===== src/hw/rtl/tre_pkg.sv =====
`timescale 1ns / 1ps

package tre_pkg;

   localparam int PIX_W              = 32;
   localparam int CNT_W              = 8;
   localparam int HDR_W              = 8;
   localparam int PCNT_W             = 3;
   localparam int COL_W              = 16;
   localparam int SLOTS              = 4;
   localparam int MAX_PACKET_DEFAULT = 128;

   localparam int CSR_IDX_W  = 4;
   localparam int CSR_DATA_W = 16;

   localparam logic [CSR_IDX_W-1:0] CSR_HAS_ALPHA = 4'd0;
   localparam logic [CSR_IDX_W-1:0] CSR_ROW_WIDTH = 4'd1;

   localparam int CMDQ_DEPTH = 4;
   localparam int CMDQ_AW    = $clog2(CMDQ_DEPTH);
   localparam int CMDQ_CNT_W = $clog2(CMDQ_DEPTH + 1);

   typedef struct packed {
      logic             is_run;
      logic [CNT_W-1:0] count;
      logic [PIX_W-1:0] pixel;
      logic             last;
   } tre_cmd_type;

   function automatic logic [PIX_W-1:0] pix_mask(input logic [PIX_W-1:0] p,
                                                 input logic has_alpha);
      pix_mask = has_alpha ? p : {8'h00, p[23:0]};
   endfunction

   function automatic tre_cmd_type make_cmd(input logic is_run,
                                            input logic [CNT_W-1:0] count,
                                            input logic [PIX_W-1:0] pixel);
      tre_cmd_type c;
      c.is_run = is_run;
      c.count  = count;
      c.pixel  = pixel;
      c.last   = 1'b0;
      make_cmd = c;
   endfunction

endpackage


===== src/hw/rtl/tre_cmd_queue.sv =====
`timescale 1ns / 1ps

module tre_cmd_queue (
   input  logic                           clock,
   input  logic                           reset,
   input  logic                           push,
   input  tre_pkg::tre_cmd_type           push_data,
   input  logic                           pop,
   output tre_pkg::tre_cmd_type           pop_data,
   output logic                           empty,
   output logic [tre_pkg::CMDQ_CNT_W-1:0] count
);
   import tre_pkg::*;

   tre_cmd_type            entry_ff [CMDQ_DEPTH];
   logic [CMDQ_AW-1:0]     wr_ptr_ff;
   logic [CMDQ_AW-1:0]     rd_ptr_ff;
   logic [CMDQ_CNT_W-1:0]  count_ff;
   logic                   do_push;
   logic                   do_pop;

   assign do_push  = push && (count_ff != CMDQ_CNT_W'(CMDQ_DEPTH));
   assign do_pop   = pop && (count_ff != '0);
   assign empty    = (count_ff == '0);
   assign count    = count_ff;
   assign pop_data = entry_ff[rd_ptr_ff];

   always_ff @(posedge clock) begin
      if (do_push) begin
         entry_ff[wr_ptr_ff] <= push_data;
      end
   end

   always_ff @(posedge clock) begin
      if (reset) begin
         wr_ptr_ff <= '0;
         rd_ptr_ff <= '0;
         count_ff  <= '0;
      end else begin
         if (do_push) begin
            wr_ptr_ff <= wr_ptr_ff + CMDQ_AW'(1);
         end
         if (do_pop) begin
            rd_ptr_ff <= rd_ptr_ff + CMDQ_AW'(1);
         end
         count_ff <= count_ff + CMDQ_CNT_W'(do_push) - CMDQ_CNT_W'(do_pop);
      end
   end

`ifndef SYNTH
   a_no_push_when_full: assert property (@(posedge clock) disable iff (reset)
      (count_ff == CMDQ_CNT_W'(CMDQ_DEPTH)) |-> !push)
      else $error("command pushed into a full queue");
   a_no_pop_when_empty: assert property (@(posedge clock) disable iff (reset)
      pop |-> (count_ff != '0))
      else $error("command popped from an empty queue");
   a_count_step: assert property (@(posedge clock) disable iff (reset)
      (!push && !pop) |=> $stable(count_ff))
      else $error("queue count moved without a request");
`endif

endmodule


===== config.mk =====
export PLATFORM = sky130hd
export DESIGN_NAME = tre_cmd_queue
export DESIGN_NICKNAME = d
export VERILOG_FILES = /design/src/hw/rtl/tre_pkg.sv /design/src/hw/rtl/tre_cmd_queue.sv
export SDC_FILE = /design/constraint.sdc
export NUM_CORES = 1
export LEC_CHECK = 0
export ABC_AREA = 1
export BUFFER_PORTS_ARGS = -buffer_cell sky130_fd_sc_hd__buf_4
export CORE_ASPECT_RATIO = 0.9
export CORE_MARGIN = 1.5
export CORE_UTILIZATION = 40
export DETAILED_ROUTE_END_ITERATION = 8
export GPL_ROUTABILITY_DRIVEN = 0
export PLACE_DENSITY = 0.68
export SLEW_MARGIN = 5
export SYNTH_ARGS = -nofsm -noshare
export SYNTH_HDL_FRONTEND = slang
export SYNTH_SLANG_ARGS = --single-unit
export TNS_END_PERCENT = 5

===== constraint.sdc =====
create_clock -name clock -period 3.4 [get_ports clock]
set_input_delay 0.68 -clock clock [delete_from_list [all_inputs] [get_ports clock]]
set_output_delay 0.68 -clock clock [all_outputs]
set_load 0.01 [all_outputs]

==> results.yml, run 1 <==
cts:
  clkLatencyLatePin_ns: 0.42
  htreeDepth: 4
  numCtsBuffers: 17
  holdBufCountCts: 0
  cts_root_buf: "clkbuf_16"
  cts.sinks: 177
  post_cts_buffers: 0
  cts_resized: 0
  clkSlewWorstSetupHoldPaths_ns: 0.06
  tritoncts: "yes"
  clockBufferDepth: 2
timing:
  setup_slack_ns: 0.6903
  period_share: 0.7970
  setup_violations: 0
  min_period_ns: 2.710
  hold_violations: 0
  clock_skew_ns: 0.007311
  clock.fmax_ghz: 0.3690
  rsz0062_at_grt: "false"
  tightest_slew_ns: 0.6959
  relSlewSlack: 0.5361
  finalSetupTns_ns: 0
  drv_slew: 0
floorplanning:
  start_util: 0.4121
  die_y_um: 125.7
  io_pins: 92
  fp-row-count: 44
  die_w_um: 139.3
  die_area_um2: 17520
  fp.coreArea_um2: 16240
setup_path:
  crit_fanout: 38
  max_stage_delay_ns: 0.54
  critPathMostFrequentCell: "buf_4"
  ff2ff_path_depth: 11
  cp_cell_sequence: "buf_4 -> o21ai_0 -> o22ai_1 -> buf_4"
  cp.required_ns: 2.72
  crit_path_end_kind: "output port"
  path_class: "flop to output port"
  crit_arrival_ns: 2.03
  cpMaxStageDelayCell: "dfxtp_2"
  start_kind: "flop"
power:
  pwr-share-clk: 0.311
  p_sw_frac: 0.2899
  p_seq_frac: 0.444
  p_leak_nw: 2.908
  peakVddDrop_mv: 0.4175
  power_switching_w: 0.001809
  p_per_area_nw_per_um2: 760.6
  comb_power_share: 0.245
  power_w: 0.006240
  intPower_w: 0.004431
global_routing:
  grt_max_degree: 85
  antenna_found_initial: 0
  grt_pass1_wl_um: 21050
  grt_usage: 0.1612
  grt_overflow_total: 0
  grt_pass1_vias: 4140
route:
  viasPerCell: 5.186
  antenna_left: 0
  wl_per_cell_um: 17.46
  drc: 6
  firstDrtPassIters: 6
  wirelength_um: 13730
  vias: 4076
  first_iter_violations: 270
finish:
  area_delta_synth_final_pct: 22.58
  layout.cells.non_filler: 786
  antenna_cells: 0
  drive_gt1_frac: 0.2383
  final_util: 0.5052
  nets: 620
synthesis:
  synth_top_area_cell: "edfxtp_1"
  synth_seq_area_share: 0.7807
  ys_async_sr_fraction: 0
  synthTopCellsByArea: "edfxtp_1 75%, nor2_1 5.5%, o21ai_0 4.6%, o22ai_1 3.9%, dfxtp_1 2.7%"
  syn-num-nets: 525
  ys_warn_count: 0
  postSynthAreaPerCell_um2: 14.18
  synth_edf_count: 168
  synth_flop_cell: "edfxtp_1"
  synth_seq_cells: 177
  ys_types: 18
  synth_cells: 472
  syn-cell-area_um2: 6693
  yosysTopAreaCellShare: 0.7538
place:
  dp_cells: 755
  pre_cts_ws_ns: 0.8221
  hpwl_um: 7579
  portBuffers: 91
job:
  maxCapViolCount: 0
worst_hold_path:
  holdPathStages: 2
  hp-class: "input port to flop"
status:
  outcome: "complete, but fails checks"
  violations: "DRC"
[worst max-delay path, delay by kind of cell, from the launching register on]
| kind | cells | cell delay (ns) |
|---|---|---|
| buffers and inverters | 2 | 0.61 |
| flip-flops | 1 | 0.54 |
| AO/OA/AOI/OAI | 2 | 0.45 |
[per-stage QoR]
stage,hold slack (ns),instance area (µm²)
floorplan,0.4481,6693
global placement,0.4697,7610
detailed placement,0.4926,7610
CTS,0.4087,8204
global route,0.4266,8204
finish,0.4333,8204
[kinds of logic after synthesis]
family | synth area share
flops | 0.7807
compound gates | 0.1058
simple gates | 0.06506
buf+inv | 0.03421
fa+ha+maj | 0.01421
[cells in the final DEF, fill, tap and decap left out, types with 2 or more instances in the layout]
cell and instances:
a21oi_1 5, buf_12 2, buf_4 100, bufinv_16 3
clkbuf_1 2, clkbuf_16 17, clkinv_4 2, clkinvlp_4 6
dfxtp_1 7, dfxtp_2 2, edfxtp_1 168, ha_1 6
inv_1 16, nand2_1 11, nand3_1 4, nor2_1 94
nor2_4 4, o21ai_0 62, o21ai_1 22, o22ai_1 42
[flip-flops by register name (all words and copies together) (netlist names), named ones only]
name	flops
wr_ptr_ff	2
entry_ff	168
count	3
rd_ptr_ff	2
[cell type report]
type	instances	area, µm²
multi-input cells	252	1269
inverters	17	63.81
repair buffers	102	790.8
well taps	207	259.0
clock inverters	12	161.4
flip-flops and latches	177	5228
clock buffers	19	432.9
fillers	1359	8036
[routing by layer]
| layer | up-vias | GRT usage | part of all wire |
|---|---|---|---|
| met4 | 0 | 0.06571 | 0.016 |
| met3 | 20 | 0.05019 | 0.053 |
| met1 | 2018 | 0.1798 | 0.41 |
| met5 | - | 0 | 0 |
| li1 | 1930 | - | - |
| met2 | 108 | 0.2871 | 0.52 |
[synth_stat cells (4+ instances only)]
| cell | number |
|---|---|
| inv_1 | 16 |
| a21oi_1 | 5 |
| o21ai_0 | 62 |
| nand2_1 | 11 |
| buf_2 | 6 |
| dfxtp_1 | 9 |
| nor2_1 | 98 |
| edfxtp_1 | 168 |
| buf_6 | 8 |
| o22ai_1 | 42 |
| clkbuf_1 | 11 |
| o21ai_1 | 22 |
| ha_1 | 6 |
| nand3_1 | 4 |
[power groups by stage]
stage | Clock, W | Sequential [W] | Combinational [W]
final | 0.00194 | 0.00277 | 0.00153
after global routing | 0.00206 | 0.00279 | 0.00169
after CTS | 0.00198 | 0.00277 | 0.00155
after detailed placement | 0 | 0.00282 | 0.00154
after global placement | 0 | 0.00281 | 0.00150
after floorplan | 0 | 0.00279 | 0.000870
[worst paths after layout]
kind / endpoint / from / slack [ns]
worst max-delay path: pop_data[39] / flop / 0.69
worst min-delay path: count[0] / reset / 0.43
worst max register to register: count[2] / count[1] / 0.93
worst min register to register: rd_ptr_ff[0] / rd_ptr_ff[0] / 0.50
(Power assumes the default switching activity.)
==> inputs of run 2 (changes only) <==
Settings changed: ABC_AREA 1 to 0.
Clock period 3.4 ns to 2.5 ns, I/O delays scaled along.
==> run 2 against run 1 <==
The flow now finishes without violations. Clock-buffer cell count is 4 higher. Non-clock buffer count is 1 higher. Register-to-register slack worse by 0.67 ns. Cell count is 24% lower. Power is 34% higher. Critical path depth is 1 lower. Sequential share of layout area is 0.75 points higher. Sequential power is 36% higher. Highest routed layer unchanged. Via count is 27% lower. Largest power group unchanged. Cell area is 1.1% lower.
==> results.yml, run 2 <==
status:
  outcome: "completed"
finish:
  final_area_um2: 8113
  mostFrequentLayoutCells: "168 x edfxtp_1, 100 x buf_4, 40 x mux4_2, 17 x clkbuf_16"
  antenna_cells: 0
  layout.cells.non_filler: 601
  area_delta_synth_final_pct: 23.32
  largest_register_ff_count: 168
  largest-register: "entry_ff"
  final_common_cell: "edfxtp_1"
  fill_cells: 1319
  drive_gt1_frac: 0.4594
  final_util: 0.5029
  nets: 434
cts:
  clkLatencyLatePin_ns: 0.42
  holdBufCountCts: 0
  cts_root_buf: "clkbuf_16"
  htreeDepth: 4
  tritoncts: "yes"
  cts_resized: 0
  post_cts_buffers: 0
  cts.sinks: 177
  numCtsBuffers: 17
  clockBufferDepth: 2
  clkSlewWorstSetupHoldPaths_ns: 0.07
synthesis:
  synth_adder_area_share: 0.01445
  synth.most_common_cell: "edfxtp_1"
  synth_seq_cells: 177
  synth_edf_count: 168
  yosysTopAreaCellShare: 0.7668
  synth_top_family_by_area: "multiplexers"
  synth_flop_cell: "edfxtp_1"
  synth_common_cells: "168 x edfxtp_1, 40 x mux4_2, 9 x dfxtp_1"
  ys_warn_count: 0
  synth_top_area_cell: "edfxtp_1"
  syn-cell-area_um2: 6579
  synth_seq_area_share: 0.7942
  yosys.area_share.simple: 0.01464
  yosys-mux-area-fraction: 0.1482
  synth-xor-area-share: 0.002663
  synth_cells: 270
  synthTopCellsByArea: "edfxtp_1 77%, mux4_2 14%, dfxtp_1 2.7%, buf_12 1.2%, ha_1 1.1%"
  syn-num-nets: 323
  postSynthAreaPerCell_um2: 24.37
  synth_compound_area_frac: 0.004374
  ys_types: 25
  ys_async_sr_fraction: 0
route:
  first_iter_violations: 154
  drc: 0
  antenna_left: 0
  wirelength_um: 11080
  viasPerCell: 4.928
  wl_per_cell_um: 18.43
  firstDrtPassIters: 4
  vias: 2962
setup_path:
  path_class: "flop to output port"
  start_kind: "flop"
  crit_fanout: 25
  cp.required_ns: 2.00
  crit_arrival_ns: 1.78
  crit_path_end_kind: "output port"
place:
  place_area_um2: 7540
  dp_cells: 569
  hpwl_um: 6564
  portBuffers: 91
  pre_cts_ws_ns: 0.2058
global_routing:
  grt_usage: 0.1394
  grt_max_degree: 43
  grt_overflow_total: 0
  grt_pass1_vias: 3189
  grt_pass1_wl_um: 17620
  antenna_found_initial: 0
timing:
  period_share: 0.9123
  clock_skew_ns: 0.008397
  hold_violations: 0
  setup_violations: 0
  min_period_ns: 2.281
  setup_slack_ns: 0.2192
  rsz0062_at_grt: "false"
  tightest_slew_ns: 0.4515
  clock.fmax_ghz: 0.4384
  drv_slew: 0
  relSlewSlack: 0.6990
  finalSetupTns_ns: 0
floorplanning:
  start_util: 0.4078
  die_w_um: 138.2
  io_pins: 92
  die_y_um: 124.7
  fp-row-count: 44
  fp.coreArea_um2: 16130
  die_area_um2: 17230
power:
  p_sw_frac: 0.2561
  power_switching_w: 0.002148
  p_leak_nw: 2.773
  p_seq_frac: 0.449
  intPower_w: 0.006240
  pwr-share-clk: 0.298
  comb_power_share: 0.253
  p_per_area_nw_per_um2: 1034
  peakVddDrop_mv: 0.6249
job:
  maxCapViolCount: 0
worst_hold_path:
  hp-class: "input port to flop"
[run 2: changes by cell type in the layout (fill, tap and decap cells not counted), sizes merged, moves of 3 or more]
cell	change
a21oi	-4
and2	+5
clkbuf	+4
clkinvlp	-3
inv	-11
mux4	+42
nand2	-10
nand3	-4
nor2	-91
o21ai	-83
o22ai	-42
[run 2: cells by family after synthesis]
group                    count (synthesis)
buffers and inverters                   17
AND/OR/NAND/NOR                         19
multiplexers                            44
AO/OA/AOI/OAI                            4
XOR/XNOR                                 2
flip-flops                             177
adder cells (fa/ha/maj)                  7
[run 2: metrics by stage]
| step | hold slack [ns] | power, W |
|---|---|---|
| final | 0.2753 | 0.008388 |
| after CTS | 0.2514 | 0.008527 |
| after floorplan | 0.4591 | 0.005133 |
| after global placement | 0.4641 | 0.005961 |
| after global routing | 0.2474 | 0.008808 |
| after detailed placement | 0.4796 | 0.006014 |
[run 2: path summary, 6_finish.rpt]
kind	startpoint	to	slack, ns	depth (start not counted)
min reg2reg	rd_ptr_ff[1]	flop	0.49	2
max	flop	pop_data[36]	0.22	3
max reg2reg	count[1]	count[2]	0.26	11
min	push_data[40]	entry_ff[3][40]	0.28	1
[run 2: area by class of cell]
type | count | area [µm²] | area share
Inverter | 6 | 22.52 | 0.002776
Sequential cell | 177 | 5230 | 0.6447
Clock inverter | 9 | 80.08 | 0.009870
Multi-Input combinational cell | 76 | 1222 | 0.1507
Timing Repair Buffer | 103 | 810.8 | 0.09994
Clock buffer | 23 | 488.0 | 0.06015
Tap cell | 207 | 259.0 | 0.03192
[run 2: power by group through the flow]
stage | Combinational, W | Sequential [W] | Clock [W]
after floorplan | 0.00133 | 0.00380 | 0
after global placement | 0.00216 | 0.00380 | 0
after detailed placement | 0.00219 | 0.00383 | 0
after CTS | 0.00219 | 0.00376 | 0.00257
after global routing | 0.00232 | 0.00379 | 0.00269
final | 0.00212 | 0.00376 | 0.00250
[run 2: layer usage]
layer / wire length [µm] / vias to the layer above / global-route usage / part of all wire
met1: 5059 / 1534 / 0.1801 / 0.46
met5: 0 / - / 0 / 0
met2: 5287 / 69 / 0.2139 / 0.48
met3: 604 / 12 / 0.06344 / 0.055
li1: - / 1347 / - / -
met4: 124 / 0 / 0.03901 / 0.011
[run 2: critical path: stages (launching register included)]
cell and delay (ns):
dfxtp_4 0.37, buf_12 0.22, mux4_1 0.58, buf_4 0.16
