File: config.mk
export PLATFORM = sky130hd
export DESIGN_NAME = tre_front
export DESIGN_NICKNAME = d
export VERILOG_FILES = /design/src/hw/rtl/tre_pkg.sv /design/src/hw/rtl/tre_front.sv
export SDC_FILE = /design/constraint.sdc
export NUM_CORES = 1
export LEC_CHECK = 0
export ABC_AREA = 1
export ABC_CLOCK_PERIOD_IN_PS = 4800
export BUFFER_PORTS_ARGS = -buffer_cell sky130_fd_sc_hd__buf_2
export CELL_PAD_IN_SITES_DETAIL_PLACEMENT = 1
export CELL_PAD_IN_SITES_GLOBAL_PLACEMENT = 1
export CORE_MARGIN = 1.5
export CORE_UTILIZATION = 25
export DETAILED_ROUTE_END_ITERATION = 10
export GPL_TIMING_DRIVEN = 0
export PLACE_DENSITY_LB_ADDON = 0.15
export SYNTH_ARGS = -nofsm -noshare
export SYNTH_HDL_FRONTEND = slang
export SYNTH_SLANG_ARGS = --single-unit
File: constraint.sdc
create_clock -name clock -period 4.8 [get_ports clock]
set_input_delay 0.48 -clock clock [delete_from_list [all_inputs] [get_ports clock]]
set_output_delay 0.48 -clock clock [all_outputs]
set_load 0.02 [all_outputs]
File: src/hw/rtl/tre_pkg.sv
`timescale 1ns / 1ps

package tre_pkg;

   localparam int PIX_W              = 32;
   localparam int CNT_W              = 8;
   localparam int HDR_W              = 8;
   localparam int PCNT_W             = 3;
   localparam int COL_W              = 16;
   localparam int SLOTS              = 4;
   localparam int MAX_PACKET_DEFAULT = 128;

   localparam int CSR_IDX_W  = 4;
   localparam int CSR_DATA_W = 16;

   localparam logic [CSR_IDX_W-1:0] CSR_HAS_ALPHA = 4'd0;
   localparam logic [CSR_IDX_W-1:0] CSR_ROW_WIDTH = 4'd1;

   localparam int CMDQ_DEPTH = 4;
   localparam int CMDQ_AW    = $clog2(CMDQ_DEPTH);
   localparam int CMDQ_CNT_W = $clog2(CMDQ_DEPTH + 1);

   typedef struct packed {
      logic             is_run;
      logic [CNT_W-1:0] count;
      logic [PIX_W-1:0] pixel;
      logic             last;
   } tre_cmd_type;

   function automatic logic [PIX_W-1:0] pix_mask(input logic [PIX_W-1:0] p,
                                                 input logic has_alpha);
      pix_mask = has_alpha ? p : {8'h00, p[23:0]};
   endfunction

   function automatic tre_cmd_type make_cmd(input logic is_run,
                                            input logic [CNT_W-1:0] count,
                                            input logic [PIX_W-1:0] pixel);
      tre_cmd_type c;
      c.is_run = is_run;
      c.count  = count;
      c.pixel  = pixel;
      c.last   = 1'b0;
      make_cmd = c;
   endfunction

endpackage

File: src/hw/rtl/tre_front.sv
`timescale 1ns / 1ps

module tre_front #(
   parameter int MAX_PACKET = tre_pkg::MAX_PACKET_DEFAULT,
   parameter int RING_AW    = $clog2(2 * MAX_PACKET)
) (
   input  logic                           clock,
   input  logic                           reset,
   input  logic                           push,
   output logic                           full,
   input  logic [tre_pkg::PIX_W-1:0]      pixel_word,
   input  logic                           has_alpha,
   input  logic [tre_pkg::COL_W-1:0]      row_width,
   input  logic [tre_pkg::CMDQ_CNT_W-1:0] cmdq_count,
   output logic                           cmd_push,
   output tre_pkg::tre_cmd_type           cmd_data,
   output logic                           wr_en,
   output logic [RING_AW-1:0]             wr_addr,
   output logic [tre_pkg::PIX_W-1:0]      wr_data,
   input  logic                           consume
);
   import tre_pkg::*;

   localparam int RING  = 1 << RING_AW;
   localparam int OCC_W = $clog2(RING + 1);

   logic [CNT_W-1:0]   fill_ff, fill_in;
   logic [CNT_W-1:0]   hr_ff, hr_in;
   logic [PIX_W-1:0]   hp_ff, hp_in;
   logic [COL_W-1:0]   col_ff, col_in;
   logic [OCC_W-1:0]   occ_ff;
   logic [RING_AW-1:0] wr_ptr_ff;

   logic               p2_ff;
   logic               p2_ap_ff;
   logic [PIX_W-1:0]   p2_x_ff;
   logic               p2_cmd_v_ff;
   tre_cmd_type        p2_cmd_ff;

   logic               accept;
   logic               same;
   logic               row_end;
   logic               ap0_v;
   logic [PIX_W-1:0]   ap0_d;
   logic               ap1_v;
   logic [1:0]         cv;
   tre_cmd_type        cq [2];
   logic [CNT_W-1:0]   f1;
   logic               c1_v;
   logic               c2_v;
   tre_cmd_type        c2;

   assign full = p2_ff || (cmdq_count > CMDQ_CNT_W'(CMDQ_DEPTH - 2))
                 || (occ_ff > OCC_W'(RING - 2));
   assign accept = push && !full;

   always_comb begin
      same    = (hr_ff != '0) && (((pixel_word ^ hp_ff) & pix_mask('1, has_alpha)) == '0);
      row_end = ({1'b0, col_ff} + 17'd1) >= {1'b0, row_width};
      hp_in   = hp_ff;
      hr_in   = hr_ff;
      fill_in = fill_ff;
      col_in  = row_end ? '0 : col_ff + 16'd1;
      ap0_v   = 1'b0;
      ap0_d   = pixel_word;
      ap1_v   = 1'b0;
      cv      = '0;
      cq[0]   = '0;
      cq[1]   = '0;
      f1      = fill_ff + 8'd1;
      if (hr_ff == '0) begin
         hp_in = pixel_word;
         hr_in = 8'd1;
         if (row_end) begin
            ap0_v   = 1'b1;
            cv[0]   = 1'b1;
            cq[0]   = make_cmd(1'b0, fill_ff + 8'd1, '0);
            fill_in = '0;
            hr_in   = '0;
         end
      end else if (hr_ff == 8'd1) begin
         if (same) begin
            if (fill_ff != '0) begin
               cv[0] = 1'b1;
               cq[0] = make_cmd(1'b0, fill_ff, '0);
            end
            fill_in = '0;
            hr_in   = 8'd2;
            if (row_end) begin
               if (cv[0]) begin
                  cv[1] = 1'b1;
                  cq[1] = make_cmd(1'b1, 8'd2, hp_ff);
               end else begin
                  cv[0] = 1'b1;
                  cq[0] = make_cmd(1'b1, 8'd2, hp_ff);
               end
               hr_in = '0;
            end
         end else begin
            ap0_v = 1'b1;
            ap0_d = hp_ff;
            if (f1 == CNT_W'(MAX_PACKET)) begin
               cv[0] = 1'b1;
               cq[0] = make_cmd(1'b0, f1, '0);
               f1    = '0;
            end
            hp_in   = pixel_word;
            hr_in   = 8'd1;
            fill_in = f1;
            if (row_end) begin
               ap1_v = 1'b1;
               if (cv[0]) begin
                  cv[1] = 1'b1;
                  cq[1] = make_cmd(1'b0, f1 + 8'd1, '0);
               end else begin
                  cv[0] = 1'b1;
                  cq[0] = make_cmd(1'b0, f1 + 8'd1, '0);
               end
               fill_in = '0;
               hr_in   = '0;
            end
         end
      end else begin
         if (same && (hr_ff < CNT_W'(MAX_PACKET))) begin
            hr_in = hr_ff + 8'd1;
            if (row_end) begin
               cv[0] = 1'b1;
               cq[0] = make_cmd(1'b1, hr_ff + 8'd1, hp_ff);
               hr_in = '0;
            end
         end else begin
            cv[0] = 1'b1;
            cq[0] = make_cmd(1'b1, hr_ff, hp_ff);
            hp_in = pixel_word;
            hr_in = 8'd1;
            if (row_end) begin
               ap0_v = 1'b1;
               cv[1] = 1'b1;
               cq[1] = make_cmd(1'b0, 8'd1, '0);
               hr_in = '0;
            end
         end
      end
      if (cv[1]) begin
         cq[1].last = 1'b1;
      end else if (cv[0]) begin
         cq[0].last = 1'b1;
      end
      // A command that covers the second pixel write waits in the p2 registers and is pushed with that write.
      c1_v = cv[0] && (cv[1] || !ap1_v);
      c2_v = cv[1] || (cv[0] && ap1_v);
      c2   = cv[1] ? cq[1] : cq[0];
   end

   assign wr_en    = (accept && ap0_v) || (p2_ff && p2_ap_ff);
   assign wr_addr  = wr_ptr_ff;
   assign wr_data  = p2_ff ? p2_x_ff : ap0_d;
   assign cmd_push = (accept && c1_v) || (p2_ff && p2_cmd_v_ff);
   assign cmd_data = p2_ff ? p2_cmd_ff : cq[0];

   always_ff @(posedge clock) begin
      if (reset) begin
         fill_ff     <= '0;
         hr_ff       <= '0;
         hp_ff       <= '0;
         col_ff      <= '0;
         occ_ff      <= '0;
         wr_ptr_ff   <= '0;
         p2_ff       <= 1'b0;
         p2_ap_ff    <= 1'b0;
         p2_cmd_v_ff <= 1'b0;
      end else begin
         if (accept) begin
            fill_ff     <= fill_in;
            hr_ff       <= hr_in;
            hp_ff       <= hp_in;
            col_ff      <= col_in;
            p2_ff       <= ap1_v || c2_v;
            p2_ap_ff    <= ap1_v;
            p2_cmd_v_ff <= c2_v;
         end else if (p2_ff) begin
            p2_ff <= 1'b0;
         end
         if (wr_en) begin
            wr_ptr_ff <= wr_ptr_ff + RING_AW'(1);
         end
         occ_ff <= occ_ff + OCC_W'(wr_en) - OCC_W'(consume);
      end
   end

   always_ff @(posedge clock) begin
      if (accept) begin
         p2_x_ff   <= pixel_word;
         p2_cmd_ff <= c2;
      end
   end

`ifndef SYNTH
   a_occ_bound: assert property (@(posedge clock) disable iff (reset)
      occ_ff <= OCC_W'(RING))
      else $error("pixel ring overfilled");
   a_fill_bound: assert property (@(posedge clock) disable iff (reset)
      fill_ff < CNT_W'(MAX_PACKET))
      else $error("open raw packet reached its limit");
   a_run_no_raw: assert property (@(posedge clock) disable iff (reset)
      (hr_ff >= 8'd2) |-> (fill_ff == '0))
      else $error("raw pixels pending during a run");
   a_run_bound: assert property (@(posedge clock) disable iff (reset)
      hr_ff <= CNT_W'(MAX_PACKET))
      else $error("run longer than a packet");
`endif

endmodule

==> flow_metrics.py, run 1 <==
metrics = {
    "clock_network": {
        "clock_insertion_delay_worst_skew_ns": 0.45,
        "cts-htree-levels": 4,
        "numCtsBuffers": 17,
        "cts_tree": "built",
        "clock_path_buffers": 2,
        "clock_sinks": 158,
        "cts.hold.buffers_added": 0,
        "path_clk_slew_ns": 0.08,
        "root_buffer": "sky130_fd_sc_hd__clkbuf_16",
    },
    "global_routing": {
        "first_global_vias": 9501,
        "grt_pass1_wl_um": 53100,
        "antenna_violations_before_repair": 0,
        "grtUsageMet3_pct": 2.60,
        "top_usage_layer": "met2",
        "gr-usage-met1_pct": 22.5,
        "grt_use_met2_pct": 28.6,
        "track_usage_pct": 16.9,
        "globalRoute.totalOverflow": 0,
        "grt_start_max_net_pins": 84,
    },
    "routing": {
        "drt_pre_antenna_iters": 4,
        "via_per_inst": 4.53,
        "drt_iter0_markers": 316,
        "routed_wire_length_per_instance_um": 16.6,
        "drt-total-wl_um": 33500,
        "remaining_drc_errors": 0,
        "vias": 9124,
        "detail-route-antenna-nets": 0,
    },
    "sta": {
        "maximum_clock_frequency_ghz": 0.220,
        "timing.clock.skew_ns": 0.0200,
        "final_hold_viol_count": 0,
        "maxSlewHeadroom_pct": 42.9,
        "max_slew.worst_pin.slew_ns": 0.856,
        "timing.final.crit_period_ns": 4.54,
        "final-max-slew-violation-count": 0,
        "setup_slack_ns": 0.262,
        "report.final.setup_viol": 0,
        "setup_repair_after_global_routing_missed_its_margin": "yes",
        "timing.final.crit_share_pct": 94.5,
    },
    "synth": {
        "yosys_most_used_dff": "sky130_fd_sc_hd__dfxtp_1",
        "synthArstFlopShare_pct": 0,
        "synth_area_mm2": 0.00975,
        "synthDominantCellAreaShare_pct": 22.8,
        "ys_types": 47,
        "synth_warn": 0,
        "synth_common_cells": "sky130_fd_sc_hd__nand2_1, sky130_fd_sc_hd__inv_1, sky130_fd_sc_hd__o21ai_0, sky130_fd_sc_hd__a21oi_1, sky130_fd_sc_hd__nor2_1",
        "post_synth_main_area_contributors": "sky130_fd_sc_hd__edfxtp_1, sky130_fd_sc_hd__dfxtp_1, sky130_fd_sc_hd__nand2_1",
        "synthesis.nets": 1388,
        "synth_largest_area_cell": "sky130_fd_sc_hd__edfxtp_1",
        "syn-mean-instance-area_um2": 7.57,
        "synth_cells": 1289,
        "synth_most_common_cell": "sky130_fd_sc_hd__nand2_1",
        "synth-seq-cells": 158,
        "synth_sequential_area_ratio_pct": 40.0,
        "synth_edf_count": 74,
    },
    "setup_path": {
        "worst_setup_path_start_kind": "flop",
        "crit_required_ns": 5.18,
        "crit_type": "flop to flop",
        "timing.critical_path.fanout_max": 6,
        "crit_slowest_cell": "sky130_fd_sc_hd__dfxtp_4",
        "ff2ff_path_depth": 33,
        "critical_path.max_stage_delay_ns": 0.39,
        "crit_buf_inv": 11,
        "path_delay_family": "simple AND/OR/NAND/NOR gates",
        "end_kind": "flop",
        "critical_path_cell_count": 33,
        "critPathMostFrequentCell": "sky130_fd_sc_hd__buf_4",
        "worstPathArrival_ns": 4.92,
    },
    "floorplanning": {
        "floorplan.io_pins": 141,
        "die_width_um": 201,
        "std_cell_rows": 72,
        "floorplan.initialDensity_pct": 25.3,
        "die_y_um": 201,
        "die_outline_area_mm2": 0.0402,
        "fp.coreArea_mm2": 0.0386,
    },
    "layout": {
        "insertedDiodeCount": 0,
        "num-nets-final": 1584,
        "instances_no_fill": 2016,
        "drive_above_1_share_pct": 24.9,
        "num-fill-cells": 4778,
        "area_growth_pct": 25.2,
        "final_core_util_pct": 31.7,
    },
    "power": {
        "p_leak_uw": 0.00523,
        "powerDensity_mw_per_mm2": 316,
        "max-vdd-ir-drop_mv": 0.247,
    },
    "run": {
        "maxCapViolCount": 0,
    },
    "min_path": {
        "min_path_type": "input port to flop",
        "min_delay_path_depth": 1,
    },
    "place": {
        "place_ws_ns": -0.912,
        "place.gp.congestion": 0.806,
        "numPortBuffers": 139,
        "numPlacedInstances": 1946,
        "dp_hpwl_um": 24900,
    },
    "status": {
        "status": "finished, final reports clean",
    },
}
## stage by stage
step                      instance area [µm²]  hold slack, ns  power, µW  setup TNS (ns)
after global placement                  11100           0.455       2370           -2.34
after floorplan                          9760           0.446       2120               0
after detailed placement                11100           0.469       2380           -1.81
after CTS                               12000           0.217       3880        -0.00693
after global routing                    12200           0.227       4070          -0.145
final                                   12200           0.249       3850               0
## worst register-to-register path: cells and delay by family (launching register included)
| kind | cells | cell delay (ns) |
|---|---|---|
| AOI/OAI and AO/OA | 2 | 0.36 |
| xor gates and xnor gates | 1 | 0.18 |
| adders and majority gates | 3 | 0.84 |
| buffers and inverters | 11 | 1.13 |
| DFF | 1 | 0.39 |
| and+or+nand+nor | 16 | 1.60 |
## state kept, by name, indices dropped and copies added (netlist names)
register	cells
p2_cmd_v_ff	1
hr_ff	8
p2_ff	1
fill_ff	8
hp_ff	32
p2_ap_ff	1
p2_cmd_ff	42
p2_x_ff	32
col_ff	16
occ_ff	9
wr_addr	8
## logic make-up (layout without fill, tap and decap cells)
group,Yosys count,in the layout,synth area share [%]
simple gates,532,532,23.8
compound gates,301,301,18.1
buf+inv,215,424,8.90
flops,158,158,40.0
fa+ha+maj,43,43,5.59
xor+xnor,40,40,3.59
## worst paths after layout
| check | slack, ns | start | end |
|---|---|---|---|
| setup / recovery | 0.26 | col_ff[0]$_SDFFE_PP0P_ | occ_ff[2]$_SDFF_PP0_ |
| hold / removal | 0.25 | pixel_word[13] | p2_x_ff[13]$_DFFE_PP_ |
| setup reg to reg | 0.26 | col_ff[0]$_SDFFE_PP0P_ | occ_ff[2]$_SDFF_PP0_ |
| hold reg to reg | 0.47 | p2_ap_ff$_SDFFE_PP0P_ | p2_ap_ff$_SDFFE_PP0P_ |
## final cells by class
cell class | instances | area, µm² | share of cell area (%)
Inverter | 162 | 619 | 5.07
Multi-Input combinational cell | 916 | 5210 | 42.6
Tap cell | 518 | 648 | 5.31
Buffer | 52 | 248 | 2.03
Clock buffer | 18 | 429 | 3.52
Clock inverter | 14 | 154 | 1.26
Timing Repair Buffer | 178 | 992 | 8.13
Sequential cell | 158 | 3910 | 32.0
## report_power, final
| group | internal, µW | switching (µW) | total, µW |
|---|---|---|---|
| Clock | 775 | 620 | 1390 |
| Sequential | 1540 | 77.7 | 1610 |
| Combinational | 302 | 543 | 845 |
## cells in the final DEF (no fill, tap or decap), types with 38 or more instances in the layout
master                     count
sky130_fd_sc_hd__nand2_1     313
sky130_fd_sc_hd__buf_2       145
sky130_fd_sc_hd__inv_1       134
sky130_fd_sc_hd__o21ai_0     121
sky130_fd_sc_hd__a21oi_1      91
sky130_fd_sc_hd__nor2_1       86
sky130_fd_sc_hd__dfxtp_1      81
sky130_fd_sc_hd__edfxtp_1     74
sky130_fd_sc_hd__nand3_1      50
sky130_fd_sc_hd__clkbuf_1     40
sky130_fd_sc_hd__ha_1         39
sky130_fd_sc_hd__buf_4        38
## metal layers
layer / up-vias / part of all wire, %
met5: - / 0
met4: 0 / 1.1
met3: 22 / 2.8
met2: 131 / 47
met1: 4351 / 49
li1: 4620 / -
## what timing repair did
| item | in CTS | in global routing |
|---|---|---|
| cloned | 0 | 0 |
| setup endpoints to repair | 47 | 15 |
| gates resized for setup | 38 | 29 |
| pin swaps | 26 | 30 |
| buffers inserted | 29 | 10 |
(Power assumes the default switching activity.)
==> inputs of run 2 (changes only) <==
REMOVE_ABC_BUFFERS = 1   (was default)
==> flow_metrics.py, run 2 (synthesized netlist as in run 1, its figures left out) <==
metrics = {
    "floorplanning": {
        "die_outline_area_mm2": 0.0402,
        "floorplan.initialDensity_pct": 25.3,
        "fp.coreArea_mm2": 0.0386,
        "die_width_um": 201,
        "die_y_um": 201,
        "floorplan.io_pins": 141,
        "std_cell_rows": 72,
    },
    "global_routing": {
        "grt_start_max_net_pins": 84,
        "antenna_violations_before_repair": 1,
        "first_global_vias": 9350,
        "globalRoute.totalOverflow": 0,
        "track_usage_pct": 16.9,
        "grt_pass1_wl_um": 53000,
    },
    "sta": {
        "maxSlewHeadroom_pct": 17.2,
        "final_hold_viol_count": 0,
        "maximum_clock_frequency_ghz": 0.216,
        "timing.clock.skew_ns": 0.0145,
        "fin_hold_ws_ns": 0.252,
        "report.final.setup_viol": 0,
        "timing.final.crit_period_ns": 4.64,
        "max_slew.worst_pin.slew_ns": 1.23,
        "final-max-slew-violation-count": 0,
        "setup_repair_after_global_routing_missed_its_margin": "yes",
        "timing.final.crit_share_pct": 96.6,
    },
    "power": {
        "max-vdd-ir-drop_mv": 0.200,
        "p_leak_uw": 0.00528,
        "finalPower_uw": 3870,
        "powerDensity_mw_per_mm2": 309,
    },
    "routing": {
        "routed_wire_length_per_instance_um": 17.0,
        "vias": 9077,
        "via_per_inst": 4.57,
        "drt_iter0_markers": 333,
        "drt_pre_antenna_iters": 4,
        "remaining_drc_errors": 0,
        "drt-total-wl_um": 33800,
        "detail-route-antenna-nets": 0,
    },
    "layout": {
        "drive_above_1_share_pct": 26.8,
        "multi_input_area_mm2": 0.00541,
        "num-nets-final": 1554,
        "area_growth_pct": 28.4,
        "area.sequential_mm2": 0.00392,
        "flip_flop_count_of_the_largest_register_after_layout": 42,
        "layout.cells.most_common_list": "sky130_fd_sc_hd__nand2_1, sky130_fd_sc_hd__inv_1, sky130_fd_sc_hd__o21ai_0",
        "num-fill-cells": 4738,
        "layout_commonest_cell": "sky130_fd_sc_hd__nand2_1",
        "layout_top_registers": "p2_cmd_ff: 42 flops, hp_ff: 32 flops, p2_x_ff: 32 flops",
        "largest_register_by_flop_count": "p2_cmd_ff",
        "insertedDiodeCount": 0,
    },
    "setup_path": {
        "worstPathArrival_ns": 4.16,
        "critPathMostFrequentCell": "sky130_fd_sc_hd__buf_4",
        "worst_setup_path_start_kind": "flop",
        "crit_type": "flop to output port",
        "crit_buf_inv": 13,
        "critical_path_cell_count": 26,
        "crit_slowest_cell": "sky130_fd_sc_hd__dfxtp_4",
        "critical_path.max_stage_delay_ns": 0.38,
        "setup.worst_path.end": "cmd_data[17]",
        "worst_r2r_endpoint": "occ_ff[8]$_SDFF_PP0_",
        "end_kind": "output port",
        "critPathLaunch": "col_ff[0]$_SDFFE_PP0P_",
        "reg_to_reg_critical_path_startpoint": "col_ff[0]$_SDFFE_PP0P_",
        "crit_required_ns": 4.32,
        "ff2ff_path_depth": 38,
        "timing.critical_path.fanout_max": 5,
        "path_delay_family": "buffers and inverters",
        "regToRegSetupSlack_ns": 0.31,
    },
    "clock_network": {
        "path_clk_slew_ns": 0.08,
        "cts-htree-levels": 4,
        "numCtsBuffers": 17,
        "clock_path_buffers": 2,
        "cts.hold.buffers_added": 0,
        "clock_insertion_delay_worst_skew_ns": 0.45,
        "clock_sinks": 158,
        "cts_tree": "built",
        "root_buffer": "sky130_fd_sc_hd__clkbuf_16",
    },
    "place": {
        "dp_hpwl_um": 21700,
        "place.gp.congestion": 0.744,
        "numPortBuffers": 140,
    },
    "status": {
        "status": "finished, final reports clean",
    },
    "run": {
        "maxCapViolCount": 0,
    },
    "min_path": {
        "min_path_type": "input port to flop",
    },
}
## run 2: changes by cell type in the layout (fill, tap and decap cells not counted), sizes merged
cell / before / now
clkinv: 7 / 8
nand2: 337 / 341
clkinvlp: 3 / 2
clkbuf: 57 / 18
buf: 191 / 195
inv: 164 / 165
## run 2: through the flow
stage	utilization, %	setup TNS [ns]	instances	instance area, µm²	setup slack, ns
6_report	32.5	0	1986	12500	0.162
5_1_grt	32.5	-0.0666	1986	12500	-0.0666
4_1_cts	31.6	-0.0246	1968	12200	-0.0123
3_5_place_dp	28.6	-3.57	1901	11000	-1.18
3_3_place_gp	28.1	-757.40	1894	10800	-6.36
2_1_floorplan	-	-19.27	1236	9500	-1.88
## run 2: how the worst min path moves through the flow
stage	startpoint	endpoint	slack, ns	cells after the start
after floorplan	p2_ap_ff$_SDFFE_PP0P_	p2_ap_ff$_SDFFE_PP0P_	0.44	2
after global placement	p2_ap_ff$_SDFFE_PP0P_	p2_ap_ff$_SDFFE_PP0P_	0.45	2
after detailed placement	col_ff[10]$_SDFFE_PP0P_	col_ff[10]$_SDFFE_PP0P_	0.48	2
after CTS	pixel_word[14]	p2_x_ff[14]$_DFFE_PP_	0.23	1
after global routing	pixel_word[3]	p2_x_ff[3]$_DFFE_PP_	0.24	1
final	pixel_word[14]	p2_x_ff[14]$_DFFE_PP_	0.25	1
## run 2: where the power goes
part	internal, µW	switching (µW)	leakage, µW	total [µW]
Clock	786	653	0.000294	1440
Sequential	1530	76.0	0.00136	1610
Combinational	281	538	0.00363	819
Total	2600	1270	0.00528	3870
## run 2: layout make-up
type / count / area share (%)
clock buffer: 17 / 3.40
clock inverter: 15 / 1.41
timing repair buffer: 196 / 10.5
inverter: 162 / 5.03
sequential: 158 / 31.3
tap: 518 / 5.17
multi-input combinational: 920 / 43.2
## run 2: routing by layer
layer  GRT usage, %  up-vias  routed length [µm]
li1               -     4568                   -
met1           22.1     4358               16000
met2           28.9      127               16400
met3           2.66       24                 976
met4           4.40        0                 438
met5              0        -                   0
## run 2: repair_timing
| action | 4_1_cts | 5_1_grt |
|---|---|---|
| setup endpoints to repair | 51 | 46 |
| pin swaps | 14 | 34 |
| gates cloned | 4 | 0 |
| gates resized for setup | 75 | 43 |
| setup buffers | 31 | 19 |
==> inputs of run 3 (changes only) <==
ABC_AREA = default   (was 1)
==> flow_metrics.py, run 3 <==
metrics = {
    "synth": {
        "synth_edf_count": 74,
        "synth_area_mm2": 0.00953,
        "synth_common_cells": "sky130_fd_sc_hd__nand2_1, sky130_fd_sc_hd__nor2_1, sky130_fd_sc_hd__o21ai_0, sky130_fd_sc_hd__dfxtp_1, sky130_fd_sc_hd__edfxtp_1",
        "synth_sequential_area_ratio_pct": 41.0,
        "synthArstFlopShare_pct": 0,
        "synth_most_common_cell": "sky130_fd_sc_hd__nand2_1",
        "post_synth_main_area_contributors": "sky130_fd_sc_hd__edfxtp_1, sky130_fd_sc_hd__dfxtp_1, sky130_fd_sc_hd__mux2i_1",
        "syn-mean-instance-area_um2": 8.76,
        "ys_types": 68,
        "yosys_most_used_dff": "sky130_fd_sc_hd__dfxtp_1",
        "synth_cells": 1088,
        "synth_warn": 0,
        "synthDominantCellAreaShare_pct": 23.3,
        "synth-seq-cells": 158,
        "synth_largest_area_cell": "sky130_fd_sc_hd__edfxtp_1",
    },
    "routing": {
        "via_per_inst": 4.77,
        "drt-total-wl_um": 31100,
        "remaining_drc_errors": 0,
        "vias": 8426,
        "routed_wire_length_per_instance_um": 17.6,
        "route.met3.wl_um": 1170,
        "routedLengthMet1_um": 14900,
        "drt_iter0_markers": 338,
        "drt_pre_antenna_iters": 6,
        "routed.top_layer": "met5",
        "detail-route-antenna-nets": 0,
        "detailroute.wirelength.met2_um": 14800,
    },
    "clock_network": {
        "root_buffer": "sky130_fd_sc_hd__clkbuf_16",
        "clock_insertion_delay_worst_skew_ns": 0.44,
        "cts_tree": "built",
        "cts.hold.buffers_added": 0,
        "path_clk_slew_ns": 0.07,
        "numCtsBuffers": 17,
        "cts-htree-levels": 4,
        "clock_path_buffers": 2,
        "clock_sinks": 158,
    },
    "sta": {
        "timing.final.crit_period_ns": 4.57,
        "maxSlewHeadroom_pct": 22.9,
        "setup_repair_after_global_routing_missed_its_margin": "yes",
        "final_hold_viol_count": 0,
        "maximum_clock_frequency_ghz": 0.219,
        "timing.final.crit_share_pct": 95.2,
        "setup_slack_ns": 0.232,
        "max_slew.worst_pin.slew_ns": 1.16,
        "fin_hold_ws_ns": 0.269,
        "timing.clock.skew_ns": 0.0141,
        "final-max-slew-violation-count": 0,
        "report.final.setup_viol": 0,
        "setup-tns-final_ns": 0,
    },
    "floorplanning": {
        "std_cell_rows": 71,
        "die_y_um": 198,
        "floorplan.initialDensity_pct": 25.4,
        "floorplan.io_pins": 141,
        "fp.coreArea_mm2": 0.0376,
        "die_outline_area_mm2": 0.0393,
        "die_width_um": 198,
    },
    "setup_path": {
        "crit_required_ns": 5.12,
        "timing.critical_path.fanout_max": 5,
        "crit_buf_inv": 1,
        "end_kind": "flop",
        "ff2ff_path_depth": 22,
        "crit_type": "flop to flop",
        "critical_path.max_stage_delay_ns": 0.38,
        "path_delay_family": "compound AO/OA/AOI/OAI gates",
        "critical_path.cell_chain": "ha_4, and3_1, and3_4, xor2_1, ha_1, a211oi_2, nor2_1, o311ai_4, o211ai_1, buf_6, o21ai_4, nand2_4, ha_4, fa_2, a21o_1, a21oi_2, o21bai_1, a21oi_2, o21bai_1, a21oi_1, xor2_1, nor2_1",
        "worst_setup_path_start_kind": "flop",
        "crit_slowest_cell": "sky130_fd_sc_hd__dfxtp_4",
        "worstPathArrival_ns": 4.89,
        "critical_path_cell_count": 22,
    },
    "run": {
        "maxCapViolCount": 0,
    },
    "layout": {
        "insertedDiodeCount": 0,
        "drive_above_1_share_pct": 24.4,
        "instances_no_fill": 1767,
        "num-fill-cells": 4369,
        "num-nets-final": 1342,
        "flip_flop_count_of_the_largest_register_after_layout": 42,
        "layout_commonest_cell": "sky130_fd_sc_hd__nand2_1",
        "layout.cells.most_common_list": "sky130_fd_sc_hd__nand2_1, sky130_fd_sc_hd__buf_2, sky130_fd_sc_hd__nor2_1",
        "layout_top_registers": "p2_cmd_ff: 42 flops, hp_ff: 32 flops, p2_x_ff: 32 flops",
        "area_growth_pct": 28.8,
        "largest_register_by_flop_count": "p2_cmd_ff",
    },
    "status": {
        "status": "finished, final reports clean",
    },
    "power": {
        "powerDensity_mw_per_mm2": 308,
        "max-vdd-ir-drop_mv": 0.255,
        "p_leak_uw": 0.00451,
        "finalPower_uw": 3790,
    },
    "min_path": {
        "min_path_type": "input port to flop",
        "min_delay_path_depth": 1,
    },
    "place": {
        "dp_hpwl_um": 20300,
        "numPortBuffers": 140,
        "place.gp.congestion": 0.748,
        "numPlacedInstances": 1690,
        "place_ws_ns": -1.74,
    },
    "global_routing": {
        "antenna_violations_before_repair": 2,
        "grt_start_max_net_pins": 82,
        "first_global_vias": 8392,
        "track_usage_pct": 15.6,
        "grt_pass1_wl_um": 47400,
        "globalRoute.totalOverflow": 0,
    },
}
[run 3: area by class of cell]
class / instances / area [µm²] / area share, %
clock buffer: 19 / 433 / 3.53
multi-input combinational: 825 / 5600 / 45.6
sequential: 158 / 3930 / 32.0
inverter: 44 / 168 / 1.37
tap: 511 / 639 / 5.21
timing repair buffer: 197 / 1320 / 10.7
clock inverter: 13 / 188 / 1.53
[run 3: cell families after synthesis]
group,share of synthesized area [%]
DFF,41.0
muxes,7.06
buffers and inverters,4.67
xor gates and xnor gates,6.25
and+or+nand+nor,20.8
adders and majority gates,5.72
AOI/OAI and AO/OA,14.6
[run 3: final timing paths]
path	start	endpoint	slack, ns
max	col_ff[0]$_SDFFE_PP0P_	occ_ff[8]$_SDFF_PP0_	0.23
min	pixel_word[6]	p2_x_ff[6]$_DFFE_PP_	0.27
max reg2reg	col_ff[0]$_SDFFE_PP0P_	occ_ff[8]$_SDFF_PP0_	0.23
min reg2reg	p2_ap_ff$_SDFFE_PP0P_	p2_ap_ff$_SDFFE_PP0P_	0.48
[run 3: power by group]
group | internal, µW | total [µW] | switching, µW
Clock | 874 | 1480 | 604
Sequential | 1510 | 1570 | 68.1
Combinational | 315 | 736 | 421
[run 3: metal layers]
layer | global-route usage, % | vias to the layer above
met2 | 25.3 | 121
met1 | 21.2 | 4117
li1 | - | 4165
met3 | 2.83 | 19
met4 | 3.96 | 4
met5 | 0 | -
[run 3: timing repair]
item | in CTS | in global routing
pin swaps | 18 | 23
setup buffers | 9 | 33
gates cloned | 1 | 3
resized for setup | 43 | 39
endpoints found under the setup margin | 109 | 67
[run 3: per-stage QoR]
step	util, %	cell area, µm²
after global routing	32.7	12300
final	32.7	12300
after CTS	31.4	11800
after global placement	28.2	10600
after floorplan	-	9250
after detailed placement	29.1	10900
